### config.mk
export PLATFORM = sky130hd
export DESIGN_NAME = audio_frame_pacing_accumulator_flat
export DESIGN_NICKNAME = d
export VERILOG_FILES = /design/src/hw/rtl/afpa_pkg.sv /design/src/hw/rtl/afpa_if.sv /design/src/hw/rtl/audio_frame_pacing_accumulator.sv /design/src/hw/rtl/afpa_cfg.sv /design/src/hw/rtl/afpa_mul.sv /design/src/hw/rtl/afpa_div.sv /design/src/flat_wrapper.sv
export SDC_FILE = /design/constraint.sdc
export NUM_CORES = 2
export LEC_CHECK = 0
export BUFFER_PORTS_ARGS = -buffer_cell sky130_fd_sc_hd__buf_2
export CORE_ASPECT_RATIO = 1.75
export CORE_UTILIZATION = 50
export DETAILED_ROUTE_END_ITERATION = 12
export GPL_ROUTABILITY_DRIVEN = 1
export GPL_TIMING_DRIVEN = 0
export PLACE_DENSITY = 0.67
export SLEW_MARGIN = 10
export SYNTH_ARGS = -nofsm -noshare
export SYNTH_HDL_FRONTEND = slang
export SYNTH_HIERARCHICAL = 1
export SYNTH_SLANG_ARGS = --single-unit
### constraint.sdc
create_clock -name i_clk -period 7.1 [get_ports i_clk]
set_input_delay 0.355 -clock i_clk [delete_from_list [all_inputs] [get_ports i_clk]]
set_output_delay 0.355 -clock i_clk [all_outputs]
set_load 0.05 [all_outputs]
### src/hw/rtl/afpa_pkg.sv
// Shared types and constants for the audio frame pacing accumulator.
`default_nettype none
package afpa_pkg;

    // Field and register widths
    localparam int KIND_W    = 2;
    localparam int TS_W      = 64;
    localparam int FRAMES_W  = 8;
    localparam int CREDIT_W  = 32;
    localparam int RATE_W    = 17;
    localparam int BITS_W    = 5;
    localparam int IVAL_W    = 5;
    localparam int BLOCK_W   = 11;
    localparam int ADDR_W    = 4;
    localparam int DATA_W    = 32;

    // Serial arithmetic
    localparam int OP_W      = 32;
    localparam int DVD_W     = 64;
    localparam int QUO_W     = 32;
    localparam int STEP_W    = 7;
    localparam int MSTEP_W   = 6;
    localparam int IUS_W     = 15;
    localparam int RB_W      = 22;

    localparam logic [STEP_W-1:0]  STEPS_SHORT = 7'd32;
    localparam logic [STEP_W-1:0]  STEPS_LONG  = 7'd64;
    localparam logic [MSTEP_W-1:0] MUL_STEPS   = 6'd32;
    localparam int                 MS_TO_US    = 1000;
    localparam int                 MS_PER_S    = 1000;
    localparam logic [FRAMES_W-1:0] FRAMES_MAX = 8'd255;

    // Register reset values
    localparam logic [RATE_W-1:0]  RATE_RST  = 17'd44100;
    localparam logic [BITS_W-1:0]  BITS_RST  = 5'd16;
    localparam logic [IVAL_W-1:0]  IVAL_RST  = 5'd20;
    localparam logic [BLOCK_W-1:0] BLOCK_RST = 11'd512;

    typedef enum logic [KIND_W-1:0] {
        KIND_TICK  = 2'd0,
        KIND_RESET = 2'd1,
        KIND_FLUSH = 2'd2
    } t_kind;

    typedef enum logic [1:0] {
        REG_RATE     = 2'd0,
        REG_BITS     = 2'd1,
        REG_INTERVAL = 2'd2,
        REG_BLOCK    = 2'd3
    } t_reg_idx;

    typedef struct packed {
        logic [RATE_W-1:0]  sample_rate_hz;
        logic [BITS_W-1:0]  sample_bits;
        logic [IVAL_W-1:0]  interval_millis;
        logic [BLOCK_W-1:0] block_samples;
    } t_cfg;

    typedef struct packed {
        logic done;
        logic ovf;
    } t_div_stat;

    typedef enum logic [3:0] {
        ST_IDLE,
        ST_RST_MUL,
        ST_RST_SCALE,
        ST_RST_DSTART,
        ST_RST_DIV,
        ST_TICK_PREP,
        ST_TICK_MSTART,
        ST_TICK_MUL,
        ST_TICK_GSTART,
        ST_TICK_GDIV,
        ST_TICK_ADD,
        ST_TICK_FSTART,
        ST_TICK_FDIV,
        ST_RESULT
    } t_state;

endpackage
`default_nettype wire

### src/hw/rtl/afpa_if.sv
// Valid/ready channel interfaces for the input items and the results.
`default_nettype none
interface afpa_in_if;
    logic                          valid;
    logic                          ready;
    logic [afpa_pkg::KIND_W-1:0]   kind;
    logic [afpa_pkg::TS_W-1:0]     stamp_usec;

    modport source (output valid, kind, stamp_usec, input ready);
    modport sink   (input valid, kind, stamp_usec, output ready);
endinterface

interface afpa_out_if;
    logic                          valid;
    logic                          ready;
    logic [afpa_pkg::FRAMES_W-1:0] frames_due;
    logic [afpa_pkg::CREDIT_W-1:0] credit_bytes;

    modport source (output valid, frames_due, credit_bytes, input ready);
    modport sink   (input valid, frames_due, credit_bytes, output ready);
endinterface
`default_nettype wire

### src/hw/rtl/audio_frame_pacing_accumulator.sv
// Audio frame pacing accumulator: top level with the item sequencer.
//
// Input channel i_in carries kind and a microsecond timestamp; each transfer
// gives exactly one result transfer on o_out (frames_due, credit_bytes).
// Kind 0 is a tick, 1 a feeding reset, 2 a credit flush, 3 is ignored.
// Registers are to be written over the APB-style port only while the block
// is idle; the block itself does not enforce this. One item is worked at a
// time; i_in.ready is high only in the idle state, so the next item is taken
// in the cycle after the previous result is loaded. A tick passes through
// the bit-serial multiply of bytes per interval by elapsed time, the 64-step
// division by the interval in microseconds, the 32-step division by the
// frame size and sequencing states; with a zero interval the growth division
// is skipped. A feeding reset runs a 32-step divide by 1000, skipped with a
// zero interval; flush and ignored kinds, and a tick with a zero frame size,
// go straight to the result. A stalled receiver holds the sequencer in its
// last step until the output register frees, and i_in.ready stays low
// meanwhile. Reset clears credit, last timestamp and bytes per interval, and
// loads the register defaults.
`default_nettype none
module audio_frame_pacing_accumulator #(
    parameter int CHANNEL_COUNT = 2
) (
    input  wire logic                          i_clk,
    input  wire logic                          i_rst_n,
    afpa_in_if.sink                            i_in,
    afpa_out_if.source                         o_out,
    input  wire logic                          psel,
    input  wire logic                          penable,
    input  wire logic                          pwrite,
    input  wire logic [afpa_pkg::ADDR_W-1:0]   paddr,
    input  wire logic [afpa_pkg::DATA_W-1:0]   pwdata,
    output      logic [afpa_pkg::DATA_W-1:0]   prdata,
    output      logic                          pready
);

    localparam int CH_W      = $clog2(CHANNEL_COUNT + 1);
    localparam int FB_PROD_W = afpa_pkg::BLOCK_W + afpa_pkg::BITS_W + CH_W;
    localparam int FB_W      = FB_PROD_W - 3;
    localparam int DIV_W     = (FB_W > afpa_pkg::IUS_W) ? FB_W : afpa_pkg::IUS_W;
    localparam int CW        = afpa_pkg::CREDIT_W;
    localparam int TW        = afpa_pkg::TS_W;

    afpa_pkg::t_cfg         cfg;
    afpa_pkg::t_state       r_state, n_state;
    afpa_pkg::t_div_stat    div_stat;

    logic [CW-1:0]          r_credit;
    logic [TW-1:0]          r_last;
    logic [CW-1:0]          r_bpi;
    logic [TW-1:0]          r_ts;
    logic [CW-1:0]          r_elapsed;
    logic [FB_W-1:0]        r_fbytes;
    logic [CW-1:0]          r_work;
    logic [afpa_pkg::FRAMES_W-1:0] r_frames;
    logic                   r_out_valid;
    logic [afpa_pkg::FRAMES_W-1:0] r_out_frames;
    logic [CW-1:0]          r_out_credit;

    logic                   out_free;
    logic                   accept;
    logic [FB_PROD_W-1:0]   fb_prod;
    logic [FB_W-1:0]        fb;
    logic [afpa_pkg::IUS_W-1:0] ival_usec;
    logic [TW:0]            ts_diff;
    logic                   ts_adv;
    logic [CW-1:0]          elapsed;
    logic [CW:0]            credit_sum;

    logic                   mul_start;
    logic                   mul_done;
    logic [2*afpa_pkg::OP_W-1:0] mul_prod;

    logic                   div_start;
    logic [afpa_pkg::STEP_W-1:0] div_steps;
    logic [afpa_pkg::DVD_W-1:0]  div_dividend;
    logic [DIV_W-1:0]       div_divisor;
    logic [afpa_pkg::QUO_W-1:0]  div_quot;
    logic [DIV_W-1:0]       div_rem;

    afpa_cfg u_cfg (
        .i_clk   (i_clk),
        .i_rst_n (i_rst_n),
        .psel    (psel),
        .penable (penable),
        .pwrite  (pwrite),
        .paddr   (paddr),
        .pwdata  (pwdata),
        .prdata  (prdata),
        .pready  (pready),
        .o_cfg   (cfg)
    );

    afpa_mul u_mul (
        .i_clk   (i_clk),
        .i_rst_n (i_rst_n),
        .i_start (mul_start),
        .i_a     (r_bpi),
        .i_b     (r_elapsed),
        .o_done  (mul_done),
        .o_prod  (mul_prod)
    );

    afpa_div #(
        .DVS_W (DIV_W)
    ) u_div (
        .i_clk      (i_clk),
        .i_rst_n    (i_rst_n),
        .i_start    (div_start),
        .i_steps    (div_steps),
        .i_dividend (div_dividend),
        .i_divisor  (div_divisor),
        .o_stat     (div_stat),
        .o_quot     (div_quot),
        .o_rem      (div_rem)
    );

    assign fb_prod = FB_PROD_W'(cfg.block_samples) * FB_PROD_W'(cfg.sample_bits)
                   * FB_PROD_W'(CHANNEL_COUNT);
    assign fb      = fb_prod[FB_PROD_W-1:3];
    assign ival_usec = afpa_pkg::IUS_W'(cfg.interval_millis)
                     * afpa_pkg::IUS_W'(afpa_pkg::MS_TO_US);

    // elapsed time: one interval unless a stored stamp exists and time moved forward
    assign ts_diff = {1'b0, r_ts} - {1'b0, r_last};
    assign ts_adv  = (r_last != '0) && !ts_diff[TW] && (ts_diff[TW-1:0] != '0);
    assign elapsed = !ts_adv ? CW'(ival_usec)
                   : (|ts_diff[TW-1:CW]) ? {CW{1'b1}} : ts_diff[CW-1:0];

    assign credit_sum = {1'b0, r_credit} + {1'b0, r_work};

    assign out_free   = !r_out_valid || o_out.ready;
    assign i_in.ready = (r_state == afpa_pkg::ST_IDLE);
    assign accept     = i_in.valid && i_in.ready;

    assign o_out.valid        = r_out_valid;
    assign o_out.frames_due   = r_out_frames;
    assign o_out.credit_bytes = r_out_credit;

    always_ff @(posedge i_clk) begin
        if (!i_rst_n) begin
            r_state <= afpa_pkg::ST_IDLE;
        end else begin
            r_state <= n_state;
        end
    end

    always_comb begin
        n_state      = r_state;
        mul_start    = 1'b0;
        div_start    = 1'b0;
        div_steps    = afpa_pkg::STEPS_SHORT;
        div_dividend = {r_work, {CW{1'b0}}};
        div_divisor  = DIV_W'(afpa_pkg::MS_PER_S);
        unique case (r_state)
            afpa_pkg::ST_IDLE: begin
                if (accept) begin
                    unique case (afpa_pkg::t_kind'(i_in.kind))
                        afpa_pkg::KIND_TICK:  n_state = afpa_pkg::ST_TICK_PREP;
                        afpa_pkg::KIND_RESET: n_state = (cfg.interval_millis != '0)
                                                      ? afpa_pkg::ST_RST_MUL
                                                      : afpa_pkg::ST_RESULT;
                        default:              n_state = afpa_pkg::ST_RESULT;
                    endcase
                end
            end
            afpa_pkg::ST_RST_MUL:    n_state = afpa_pkg::ST_RST_SCALE;
            afpa_pkg::ST_RST_SCALE:  n_state = afpa_pkg::ST_RST_DSTART;
            afpa_pkg::ST_RST_DSTART: begin
                div_start = 1'b1;
                n_state   = afpa_pkg::ST_RST_DIV;
            end
            afpa_pkg::ST_RST_DIV: begin
                if (div_stat.done) n_state = afpa_pkg::ST_RESULT;
            end
            afpa_pkg::ST_TICK_PREP: begin
                n_state = (fb == '0) ? afpa_pkg::ST_RESULT : afpa_pkg::ST_TICK_MSTART;
            end
            afpa_pkg::ST_TICK_MSTART: begin
                mul_start = 1'b1;
                n_state   = afpa_pkg::ST_TICK_MUL;
            end
            afpa_pkg::ST_TICK_MUL: begin
                if (mul_done) begin
                    n_state = (ival_usec == '0) ? afpa_pkg::ST_TICK_ADD
                                                : afpa_pkg::ST_TICK_GSTART;
                end
            end
            afpa_pkg::ST_TICK_GSTART: begin
                div_start    = 1'b1;
                div_steps    = afpa_pkg::STEPS_LONG;
                div_dividend = mul_prod;
                div_divisor  = DIV_W'(ival_usec);
                n_state      = afpa_pkg::ST_TICK_GDIV;
            end
            afpa_pkg::ST_TICK_GDIV: begin
                if (div_stat.done) n_state = afpa_pkg::ST_TICK_ADD;
            end
            afpa_pkg::ST_TICK_ADD:   n_state = afpa_pkg::ST_TICK_FSTART;
            afpa_pkg::ST_TICK_FSTART: begin
                div_start    = 1'b1;
                div_dividend = {r_credit, {CW{1'b0}}};
                div_divisor  = DIV_W'(r_fbytes);
                n_state      = afpa_pkg::ST_TICK_FDIV;
            end
            afpa_pkg::ST_TICK_FDIV: begin
                if (div_stat.done) n_state = afpa_pkg::ST_RESULT;
            end
            afpa_pkg::ST_RESULT: begin
                if (out_free) n_state = afpa_pkg::ST_IDLE;
            end
            default: n_state = afpa_pkg::ST_IDLE;
        endcase
    end

    // architectural state
    always_ff @(posedge i_clk) begin
        if (!i_rst_n) begin
            r_credit <= '0;
            r_last   <= '0;
            r_bpi    <= '0;
        end else begin
            case (r_state)
                afpa_pkg::ST_IDLE: begin
                    if (accept) begin
                        if (i_in.kind == afpa_pkg::KIND_RESET) begin
                            r_credit <= '0;
                            r_last   <= '0;
                        end else if (i_in.kind == afpa_pkg::KIND_FLUSH) begin
                            r_credit <= '0;
                        end
                    end
                end
                afpa_pkg::ST_RST_DIV: begin
                    if (div_stat.done) r_bpi <= div_quot;
                end
                afpa_pkg::ST_TICK_PREP: begin
                    if (fb != '0) r_last <= r_ts;
                end
                afpa_pkg::ST_TICK_ADD: begin
                    r_credit <= credit_sum[CW] ? {CW{1'b1}} : credit_sum[CW-1:0];
                end
                afpa_pkg::ST_TICK_FDIV: begin
                    if (div_stat.done) r_credit <= CW'(div_rem);
                end
                default: r_credit <= r_credit;
            endcase
        end
    end

    // working registers
    always_ff @(posedge i_clk) begin
        case (r_state)
            afpa_pkg::ST_IDLE: begin
                if (accept) begin
                    r_ts     <= i_in.stamp_usec;
                    r_frames <= '0;
                end
            end
            afpa_pkg::ST_RST_MUL: begin
                r_work <= CW'(afpa_pkg::RB_W'(cfg.sample_rate_hz)
                            * afpa_pkg::RB_W'(cfg.sample_bits));
            end
            afpa_pkg::ST_RST_SCALE: begin
                r_work <= CW'(r_work[afpa_pkg::RB_W-1:3]) * CW'(CHANNEL_COUNT)
                        * CW'(cfg.interval_millis);
            end
            afpa_pkg::ST_TICK_PREP: begin
                r_elapsed <= elapsed;
                r_fbytes  <= fb;
            end
            afpa_pkg::ST_TICK_MUL: begin
                if (mul_done) r_work <= '0;
            end
            afpa_pkg::ST_TICK_GDIV: begin
                if (div_stat.done) r_work <= div_stat.ovf ? {CW{1'b1}} : div_quot;
            end
            afpa_pkg::ST_TICK_FDIV: begin
                if (div_stat.done) begin
                    r_frames <= (|div_quot[afpa_pkg::QUO_W-1:afpa_pkg::FRAMES_W])
                              ? afpa_pkg::FRAMES_MAX : div_quot[afpa_pkg::FRAMES_W-1:0];
                end
            end
            default: r_work <= r_work;
        endcase
    end

    // output register
    always_ff @(posedge i_clk) begin
        if (!i_rst_n) begin
            r_out_valid <= 1'b0;
        end else if (r_state == afpa_pkg::ST_RESULT && out_free) begin
            r_out_valid <= 1'b1;
        end else if (o_out.ready) begin
            r_out_valid <= 1'b0;
        end
    end

    always_ff @(posedge i_clk) begin
        if (r_state == afpa_pkg::ST_RESULT && out_free) begin
            r_out_frames <= r_frames;
            r_out_credit <= r_credit;
        end
    end

`ifndef NO_ASSERTIONS
    a_frames_leave_credit: assert property (@(posedge i_clk) disable iff (!i_rst_n)
        o_out.valid && (o_out.frames_due != '0) |-> (o_out.credit_bytes < CW'(r_fbytes)))
        else $error("frames reported while a whole frame remains in credit");

    a_mul_done_in_mul: assert property (@(posedge i_clk) disable iff (!i_rst_n)
        mul_done |-> (r_state == afpa_pkg::ST_TICK_MUL))
        else $error("multiplier finished outside its wait state");

    a_div_done_in_div: assert property (@(posedge i_clk) disable iff (!i_rst_n)
        div_stat.done |-> (r_state == afpa_pkg::ST_RST_DIV
                        || r_state == afpa_pkg::ST_TICK_GDIV
                        || r_state == afpa_pkg::ST_TICK_FDIV))
        else $error("divider finished outside a divide wait state");

    a_one_item_at_a_time: assert property (@(posedge i_clk) disable iff (!i_rst_n)
        i_in.valid && i_in.ready |=> !i_in.ready)
        else $error("input taken while an item is in progress");
`endif

endmodule
`default_nettype wire

### src/hw/rtl/afpa_cfg.sv
// APB-style configuration register file.
`default_nettype none
module afpa_cfg (
    input  wire logic                          i_clk,
    input  wire logic                          i_rst_n,
    input  wire logic                          psel,
    input  wire logic                          penable,
    input  wire logic                          pwrite,
    input  wire logic [afpa_pkg::ADDR_W-1:0]   paddr,
    input  wire logic [afpa_pkg::DATA_W-1:0]   pwdata,
    output      logic [afpa_pkg::DATA_W-1:0]   prdata,
    output      logic                          pready,
    output      afpa_pkg::t_cfg                o_cfg
);

    afpa_pkg::t_cfg     r_cfg;
    afpa_pkg::t_reg_idx idx;
    logic               wr_en;

    assign idx    = afpa_pkg::t_reg_idx'(paddr[3:2]);
    assign wr_en  = psel && penable && pwrite;
    assign pready = 1'b1;
    assign o_cfg  = r_cfg;

    always_ff @(posedge i_clk) begin
        if (!i_rst_n) begin
            r_cfg.sample_rate_hz  <= afpa_pkg::RATE_RST;
            r_cfg.sample_bits     <= afpa_pkg::BITS_RST;
            r_cfg.interval_millis <= afpa_pkg::IVAL_RST;
            r_cfg.block_samples   <= afpa_pkg::BLOCK_RST;
        end else if (wr_en) begin
            unique case (idx)
                afpa_pkg::REG_RATE:     r_cfg.sample_rate_hz  <= pwdata[afpa_pkg::RATE_W-1:0];
                afpa_pkg::REG_BITS:     r_cfg.sample_bits     <= pwdata[afpa_pkg::BITS_W-1:0];
                afpa_pkg::REG_INTERVAL: r_cfg.interval_millis <= pwdata[afpa_pkg::IVAL_W-1:0];
                afpa_pkg::REG_BLOCK:    r_cfg.block_samples   <= pwdata[afpa_pkg::BLOCK_W-1:0];
                default:                r_cfg <= r_cfg;
            endcase
        end
    end

    always_comb begin
        unique case (idx)
            afpa_pkg::REG_RATE:     prdata = afpa_pkg::DATA_W'(r_cfg.sample_rate_hz);
            afpa_pkg::REG_BITS:     prdata = afpa_pkg::DATA_W'(r_cfg.sample_bits);
            afpa_pkg::REG_INTERVAL: prdata = afpa_pkg::DATA_W'(r_cfg.interval_millis);
            afpa_pkg::REG_BLOCK:    prdata = afpa_pkg::DATA_W'(r_cfg.block_samples);
            default:                prdata = '0;
        endcase
    end

endmodule
`default_nettype wire

### src/hw/rtl/afpa_mul.sv
// Bit-serial 32x32 shift-add multiplier, one multiplier bit per cycle.
`default_nettype none
module afpa_mul (
    input  wire logic                          i_clk,
    input  wire logic                          i_rst_n,
    input  wire logic                          i_start,
    input  wire logic [afpa_pkg::OP_W-1:0]     i_a,
    input  wire logic [afpa_pkg::OP_W-1:0]     i_b,
    output      logic                          o_done,
    output      logic [2*afpa_pkg::OP_W-1:0]   o_prod
);

    localparam int W = afpa_pkg::OP_W;

    logic [2*W-1:0]                 r_acc;
    logic [W-1:0]                   r_a;
    logic [afpa_pkg::MSTEP_W-1:0]   r_cnt;
    logic                           r_busy;
    logic                           r_done;
    logic [W:0]                     sum;

    // upper half picks up the multiplicand when the current low bit is set
    assign sum    = {1'b0, r_acc[2*W-1:W]} + (r_acc[0] ? {1'b0, r_a} : {(W+1){1'b0}});
    assign o_done = r_done;
    assign o_prod = r_acc;

    always_ff @(posedge i_clk) begin
        if (!i_rst_n) begin
            r_busy <= 1'b0;
            r_done <= 1'b0;
            r_cnt  <= '0;
        end else begin
            r_done <= 1'b0;
            if (i_start) begin
                r_busy <= 1'b1;
                r_cnt  <= afpa_pkg::MUL_STEPS;
            end else if (r_busy) begin
                r_cnt <= r_cnt - 1'b1;
                if (r_cnt == afpa_pkg::MSTEP_W'(1)) begin
                    r_busy <= 1'b0;
                    r_done <= 1'b1;
                end
            end
        end
    end

    always_ff @(posedge i_clk) begin
        if (i_start) begin
            r_a   <= i_a;
            r_acc <= {{W{1'b0}}, i_b};
        end else if (r_busy) begin
            r_acc <= {sum, r_acc[W-1:1]};
        end
    end

endmodule
`default_nettype wire

### src/hw/rtl/afpa_div.sv
// Bit-serial restoring divider, one quotient bit per cycle, saturation flag.
`default_nettype none
module afpa_div #(
    parameter int DVS_W = 15
) (
    input  wire logic                          i_clk,
    input  wire logic                          i_rst_n,
    input  wire logic                          i_start,
    input  wire logic [afpa_pkg::STEP_W-1:0]   i_steps,
    input  wire logic [afpa_pkg::DVD_W-1:0]    i_dividend,
    input  wire logic [DVS_W-1:0]              i_divisor,
    output      afpa_pkg::t_div_stat           o_stat,
    output      logic [afpa_pkg::QUO_W-1:0]    o_quot,
    output      logic [DVS_W-1:0]              o_rem
);

    localparam int DW = afpa_pkg::DVD_W;
    localparam int QW = afpa_pkg::QUO_W;

    logic [DW-1:0]                  r_dvd;
    logic [DVS_W-1:0]               r_dvs;
    logic [DVS_W-1:0]               r_rem;
    logic [QW-1:0]                  r_quot;
    logic                           r_ovf;
    logic [afpa_pkg::STEP_W-1:0]    r_cnt;
    logic                           r_busy;
    logic                           r_done;

    logic [DVS_W:0] trial;
    logic [DVS_W:0] diff;
    logic           ge;

    assign trial = {r_rem, r_dvd[DW-1]};
    assign ge    = trial >= {1'b0, r_dvs};
    assign diff  = trial - {1'b0, r_dvs};

    assign o_stat.done = r_done;
    assign o_stat.ovf  = r_ovf;
    assign o_quot      = r_quot;
    assign o_rem       = r_rem;

    always_ff @(posedge i_clk) begin
        if (!i_rst_n) begin
            r_busy <= 1'b0;
            r_done <= 1'b0;
            r_cnt  <= '0;
        end else begin
            r_done <= 1'b0;
            if (i_start) begin
                r_busy <= 1'b1;
                r_cnt  <= i_steps;
            end else if (r_busy) begin
                r_cnt <= r_cnt - 1'b1;
                if (r_cnt == afpa_pkg::STEP_W'(1)) begin
                    r_busy <= 1'b0;
                    r_done <= 1'b1;
                end
            end
        end
    end

    always_ff @(posedge i_clk) begin
        if (i_start) begin
            r_dvd  <= i_dividend;
            r_dvs  <= i_divisor;
            r_rem  <= '0;
            r_quot <= '0;
            r_ovf  <= 1'b0;
        end else if (r_busy) begin
            r_dvd  <= {r_dvd[DW-2:0], 1'b0};
            r_rem  <= ge ? diff[DVS_W-1:0] : trial[DVS_W-1:0];
            r_quot <= {r_quot[QW-2:0], ge};
            // any quotient bit pushed past the top sets the overflow flag
            r_ovf  <= r_ovf | r_quot[QW-1];
        end
    end

endmodule
`default_nettype wire
### src/flat_wrapper.sv
// flat-port wrapper written by rule: the top's interface ports become plain ports
module audio_frame_pacing_accumulator_flat 
#(
    parameter int CHANNEL_COUNT = 2
)
  (i_clk, i_rst_n, psel, penable, pwrite, paddr, pwdata, prdata, pready, i_in_valid, i_in_kind, i_in_stamp_usec, i_in_ready, o_out_valid, o_out_frames_due, o_out_credit_bytes, o_out_ready);
  afpa_in_if i_in_i ();
  afpa_out_if o_out_i ();
  input  wire logic i_clk;
  input  wire logic i_rst_n;
  input  wire logic psel;
  input  wire logic penable;
  input  wire logic pwrite;
  input  wire logic [afpa_pkg::ADDR_W-1:0] paddr;
  input  wire logic [afpa_pkg::DATA_W-1:0] pwdata;
  output      logic [afpa_pkg::DATA_W-1:0] prdata;
  output      logic pready;
  input wire logic [$bits(i_in_i.valid)-1:0] i_in_valid;
  input wire logic [$bits(i_in_i.kind)-1:0] i_in_kind;
  input wire logic [$bits(i_in_i.stamp_usec)-1:0] i_in_stamp_usec;
  output wire logic [$bits(i_in_i.ready)-1:0] i_in_ready;
  output wire logic [$bits(o_out_i.valid)-1:0] o_out_valid;
  output wire logic [$bits(o_out_i.frames_due)-1:0] o_out_frames_due;
  output wire logic [$bits(o_out_i.credit_bytes)-1:0] o_out_credit_bytes;
  input wire logic [$bits(o_out_i.ready)-1:0] o_out_ready;
  assign i_in_i.valid = i_in_valid;
  assign i_in_i.kind = i_in_kind;
  assign i_in_i.stamp_usec = i_in_stamp_usec;
  assign i_in_ready = i_in_i.ready;
  assign o_out_valid = o_out_i.valid;
  assign o_out_frames_due = o_out_i.frames_due;
  assign o_out_credit_bytes = o_out_i.credit_bytes;
  assign o_out_i.ready = o_out_ready;
  audio_frame_pacing_accumulator #(.CHANNEL_COUNT(CHANNEL_COUNT)) u_core (.i_clk(i_clk), .i_rst_n(i_rst_n), .i_in(i_in_i), .o_out(o_out_i), .psel(psel), .penable(penable), .pwrite(pwrite), .paddr(paddr), .pwdata(pwdata), .prdata(prdata), .pready(pready));
endmodule
==> results summary <==
STA classifies the critical path startpoint as a flip-flop. The maximum number of pins on one net before global-route repair came out at 65. The worst clock skew on the final layout is a little under 0.05 ns. The mean number of vias per cell is 5.81. The launch point of the worst hold path is pwdata[0]. The later-pin clock latency in the skew report came out at approximately 0.68 ns.

Summed over all layers, the routed wires come to 123 mm. The synthesis-stage register bit count came out at 601. Leaving out fill and tap cells, the most frequent cells in the layout are sky130_fd_sc_hd__nand2_1, sky130_fd_sc_hd__inv_1, sky130_fd_sc_hd__edfxtp_1.

The number of antenna violations at the first check in global routing came out at 3. The placed wire-length estimate came out at between 90 and 100 mm. The area of the core region came out at between 70,000 and 80,000 µm². The share of synthesized flip-flops with an asynchronous set or reset is 0%.

In the synthesized netlist, mux cells make up between 4 and 5% of the area. The post-synthesis instance area came out at 40,400 µm². The cell taking the most area after synthesis is sky130_fd_sc_hd__edfxtp_1. The number of rows in the core area is 137. Once detail routing completed, the nets flagged for antenna violations numbered 0.

The number of synthesis warnings came out at 6. Routability-driven placement finished with a final weighted congestion of ~1. The critical path in this run is classified as flip-flop to flip-flop. The critical-path maximum fanout is 10. The combined area of the multi-input logic cells came out at approximately 23,000 µm².

Yosys mapped a number of flops with a built-in enable equal to around 330. The width of the chip came out at 217 µm. The initial utilization of the core area, before any placement, comes to 50.5%.

The via count of the first global-routing pass came out at 33,600. STA classifies the critical path endpoint as a flip-flop. The overall routing resource usage is 30.1%. STA puts the critical path data required time at slightly below 8 ns. The synthesized netlist devotes 3.23% of its cell area to XOR and XNOR gates. The count of input and output buffers came out at 148.

Setup violations remaining at the end of the flow were counted as 0. The die is 378 µm tall. The final clock period utilization by the worst path is between 90% and 100%. The average detailed-routed wire length per instance is 22.0 µm. Leaving out fill and tap cells, the most frequent cell in the layout is sky130_fd_sc_hd__nand2_1. The synthesized netlist devotes 16.5% of its cell area to compound gates. The maximum number of buffers from clock root to sink is 3. The post-synthesis sequential area ratio came out at 38.1%.

For this run, the detailed router's first-pass iteration total came to 8. The number of top-level pins is 184. By area the synthesized netlist is led by sky130_fd_sc_hd__edfxtp_1, sky130_fd_sc_hd__dfxtp_1, sky130_fd_sc_hd__ha_1. TritonCTS built the clock tree. The path class of the tightest hold or removal check is input pin to flip-flop. The source of the critical timing path is u_core/u_cfg/o_cfg[19]$_SDFFE_PN0P_. The most common flop cell mapped by yosys is sky130_fd_sc_hd__edfxtp_1. The register clock-pin slew on the reported worst setup and hold paths is approximately 0.070 ns.

The flow ran to the end, and the final reports show no timing, DRC or antenna violations. The fraction of the mapped netlist area in adder cells is 14.7%. Setup repair after global routing left no endpoint under its margin. The number of fill cells is roughly 7,300. The cell area after placement is 42,600 µm². After the last flow step, the layout net total stands at 4,997. The simple-gate area share of the yosys netlist came out at approximately 17%. The finished layout cell area came out at 45,300 µm².

VDD sags by at most 0.269 mV. In this run the tightest slew margin relative to its limit is 15.6%. The number of vias after detailed routing came out at roughly 32,000. Summed over its instances, the top area cell type makes up 24.8% of the synthesized netlist area.

Counting every sink on the clock net gives ~600. The final hold violation count came out at 0. The number of max-slew violations in the final report is 0.

Registers take 15,400 µm². The H-tree generated during clock tree synthesis spans 2 levels. The full die area is 81,900 µm². The final core utilization is 56.7%. The static leakage came out at 18.3 nW. By area, the combinational part of the netlist is dominated by simple AND/OR/NAND/NOR gates. The number of remaining DRC errors is 0. The cell count after synthesis came out at 4,187. Synthesis instantiated around 120 different standard cells from the library.

The library cell used as clock root buffer is sky130_fd_sc_hd__clkbuf_16. The share of layout cells above drive strength 1 is roughly 11%. The violation count after the first detailed-route iteration is 1,947. The data arrival time of the critical path came out at around 7.4 ns. The number of buffers added by the clock tree synthesis step came out at 59.

The synthesis-to-finish area growth came out at 12.3%. Each instance of the synthesized netlist takes up on average 9.64 µm². Summed over all layers, the global routing overflow is 0. The wire length of the first global-routing pass is 187 mm. In this run the power density over the cells is 360 nW/µm². The number of setup buffers added after CTS came out at 0. Based on the critical path, the design can be clocked at up to 148 MHz. The setup TNS after final layout is 0 ns. The startpoint identified for the worst register-to-register timing path is u_core/u_cfg/o_cfg[19]$_SDFFE_PN0P_. The tool flagged a number of max-cap violations equal to 0. The minimum clock period is 6.78 ns.

At the pin with the least slew margin, the transition time is about 1.3 ns.
worst max-delay path, cell delays in order, from the launching register on:
cell                       delay [ns]
sky130_fd_sc_hd__dfxtp_1         0.34
sky130_fd_sc_hd__clkbuf_1        0.50
sky130_fd_sc_hd__clkbuf_2        0.39
sky130_fd_sc_hd__nand2_1         0.12
sky130_fd_sc_hd__fa_1            0.56
sky130_fd_sc_hd__fa_1            0.43
sky130_fd_sc_hd__fa_1            0.49
sky130_fd_sc_hd__inv_1           0.04
sky130_fd_sc_hd__ha_1            0.31
sky130_fd_sc_hd__a21o_1          0.20
sky130_fd_sc_hd__a21oi_1         0.23
sky130_fd_sc_hd__o21bai_1        0.09
sky130_fd_sc_hd__a21oi_1         0.24
sky130_fd_sc_hd__o21bai_1        0.14
sky130_fd_sc_hd__a21oi_1         0.31
sky130_fd_sc_hd__o21ai_0         0.17
sky130_fd_sc_hd__o41ai_1         0.33
sky130_fd_sc_hd__xor2_1          0.18
sky130_fd_sc_hd__a41oi_1         0.39
sky130_fd_sc_hd__clkbuf_2        0.43
sky130_fd_sc_hd__clkbuf_1        0.52
sky130_fd_sc_hd__a22oi_1         0.18
sky130_fd_sc_hd__nor2b_1         0.13
synthesized netlist by cell type (all sizes together), types with 15 or more instances:
library cell and instances:
o21bai 34, and3 31, or3 24, dfxtp 268, a222oi 32, o21ai 171, a21o 72, and2 202
a211oi 36, nand3 89, o211ai 34, mux2 96, edfxtp 333, o21a 41, or2 20, a22o 21
nor2b 97, nor2 242, nor3 58, nand4 35, nor4 37, xnor2 93, o221ai 15, a22oi 67
inv 349, mux2i 81, buf 51, a21boi 41, ha 254, nand2 443, xor2 56, a21oi 216
fa 137, clkbuf 150, nand2b 35, a31oi 40
path summary, 6_finish.rpt:
| kind | end | slack [ns] | cells past startpoint |
|---|---|---|---|
| worst max-delay path | u_core/r_last[5]$_SDFFE_PN0P_ | 0.32 | 22 |
| worst min-delay path | u_core/u_cfg/o_cfg[11]$_SDFFE_PN0P_ | 0.09 | 3 |
| worst max register to register | u_core/r_last[5]$_SDFFE_PN0P_ | 0.32 | 22 |
| worst min register to register | u_core/o_out.frames_due[3]$_DFFE_PP_ | 0.43 | 0 |
timing repair:
item / CTS / global route
resized for setup: 1 / 7
hold buffers: 75 / 0
endpoints found under the setup margin: 20 / 60
endpoints found under the hold margin: 82 / 0
where the power goes:
part           switching [mW]  total, mW  internal, mW
registers               0.728       5.45          4.72
logic                    4.76       7.77          3.01
clock network            1.43       3.12          1.69
sequential cells by signal (all words and copies together) (netlist names), 14 cells and up:
| register | count |
|---|---|
| u_core/u_div/r_dvs | 15 |
| u_core/r_work | 32 |
| u_core/r_last | 64 |
| u_core/r_elapsed | 32 |
| u_core/r_fbytes | 14 |
| u_core/r_credit | 32 |
| u_core/r_ts | 64 |
| u_core/u_mul/r_a | 32 |
| u_core/u_div/r_dvd | 64 |
| u_core/u_mul/o_prod | 64 |
| u_core/o_out.credit_bytes | 32 |
| u_core/u_div/o_rem | 15 |
| u_core/u_div/o_quot | 32 |
| u_core/r_bpi | 32 |
| u_core/u_cfg/o_cfg | 38 |
cell type report:
cell class,instances,share of cell area [%]
diodes,2,0.0110
plain buffers,201,2.05
clock buffers,86,3.68
clock inverters,26,0.527
inverters,351,2.91
multi-input cells,3052,50.5
flip-flops and latches,601,33.9
well taps,1042,2.88
repair buffers,231,3.58
per-layer routing:
layer | up-vias | wire (µm) | share of wire, % | global-route usage, %
met3 | 413 | 5010 | 4.1 | 3.62
li1 | 15488 | - | - | -
met5 | - | 13 | 0.011 | 0
met4 | 2 | 12000 | 9.8 | 26.0
met2 | 1001 | 65100 | 53 | 57.1
met1 | 15579 | 40900 | 33 | 28.2
cell families after synthesis:
logic type | Yosys count
compound gates | 947
xor+xnor | 149
fa+ha+maj | 391
buf+inv | 552
flops | 601
mux | 182
other cells | 3
simple gates | 1362
per-stage QoR:
stage,total power [mW],hold WS [ns],setup WS (ns),cells
global placement,13.0,0.404,0.0498,5395
detailed placement,13.1,0.408,-0.0533,5403
finish,16.3,0.0922,0.325,5592
global route,17.4,0.0863,0.00509,5590
floorplan,10.8,0.400,1.76,4205
CTS,16.3,0.0557,0.168,5590
Power figures use the tool's default switching activity.
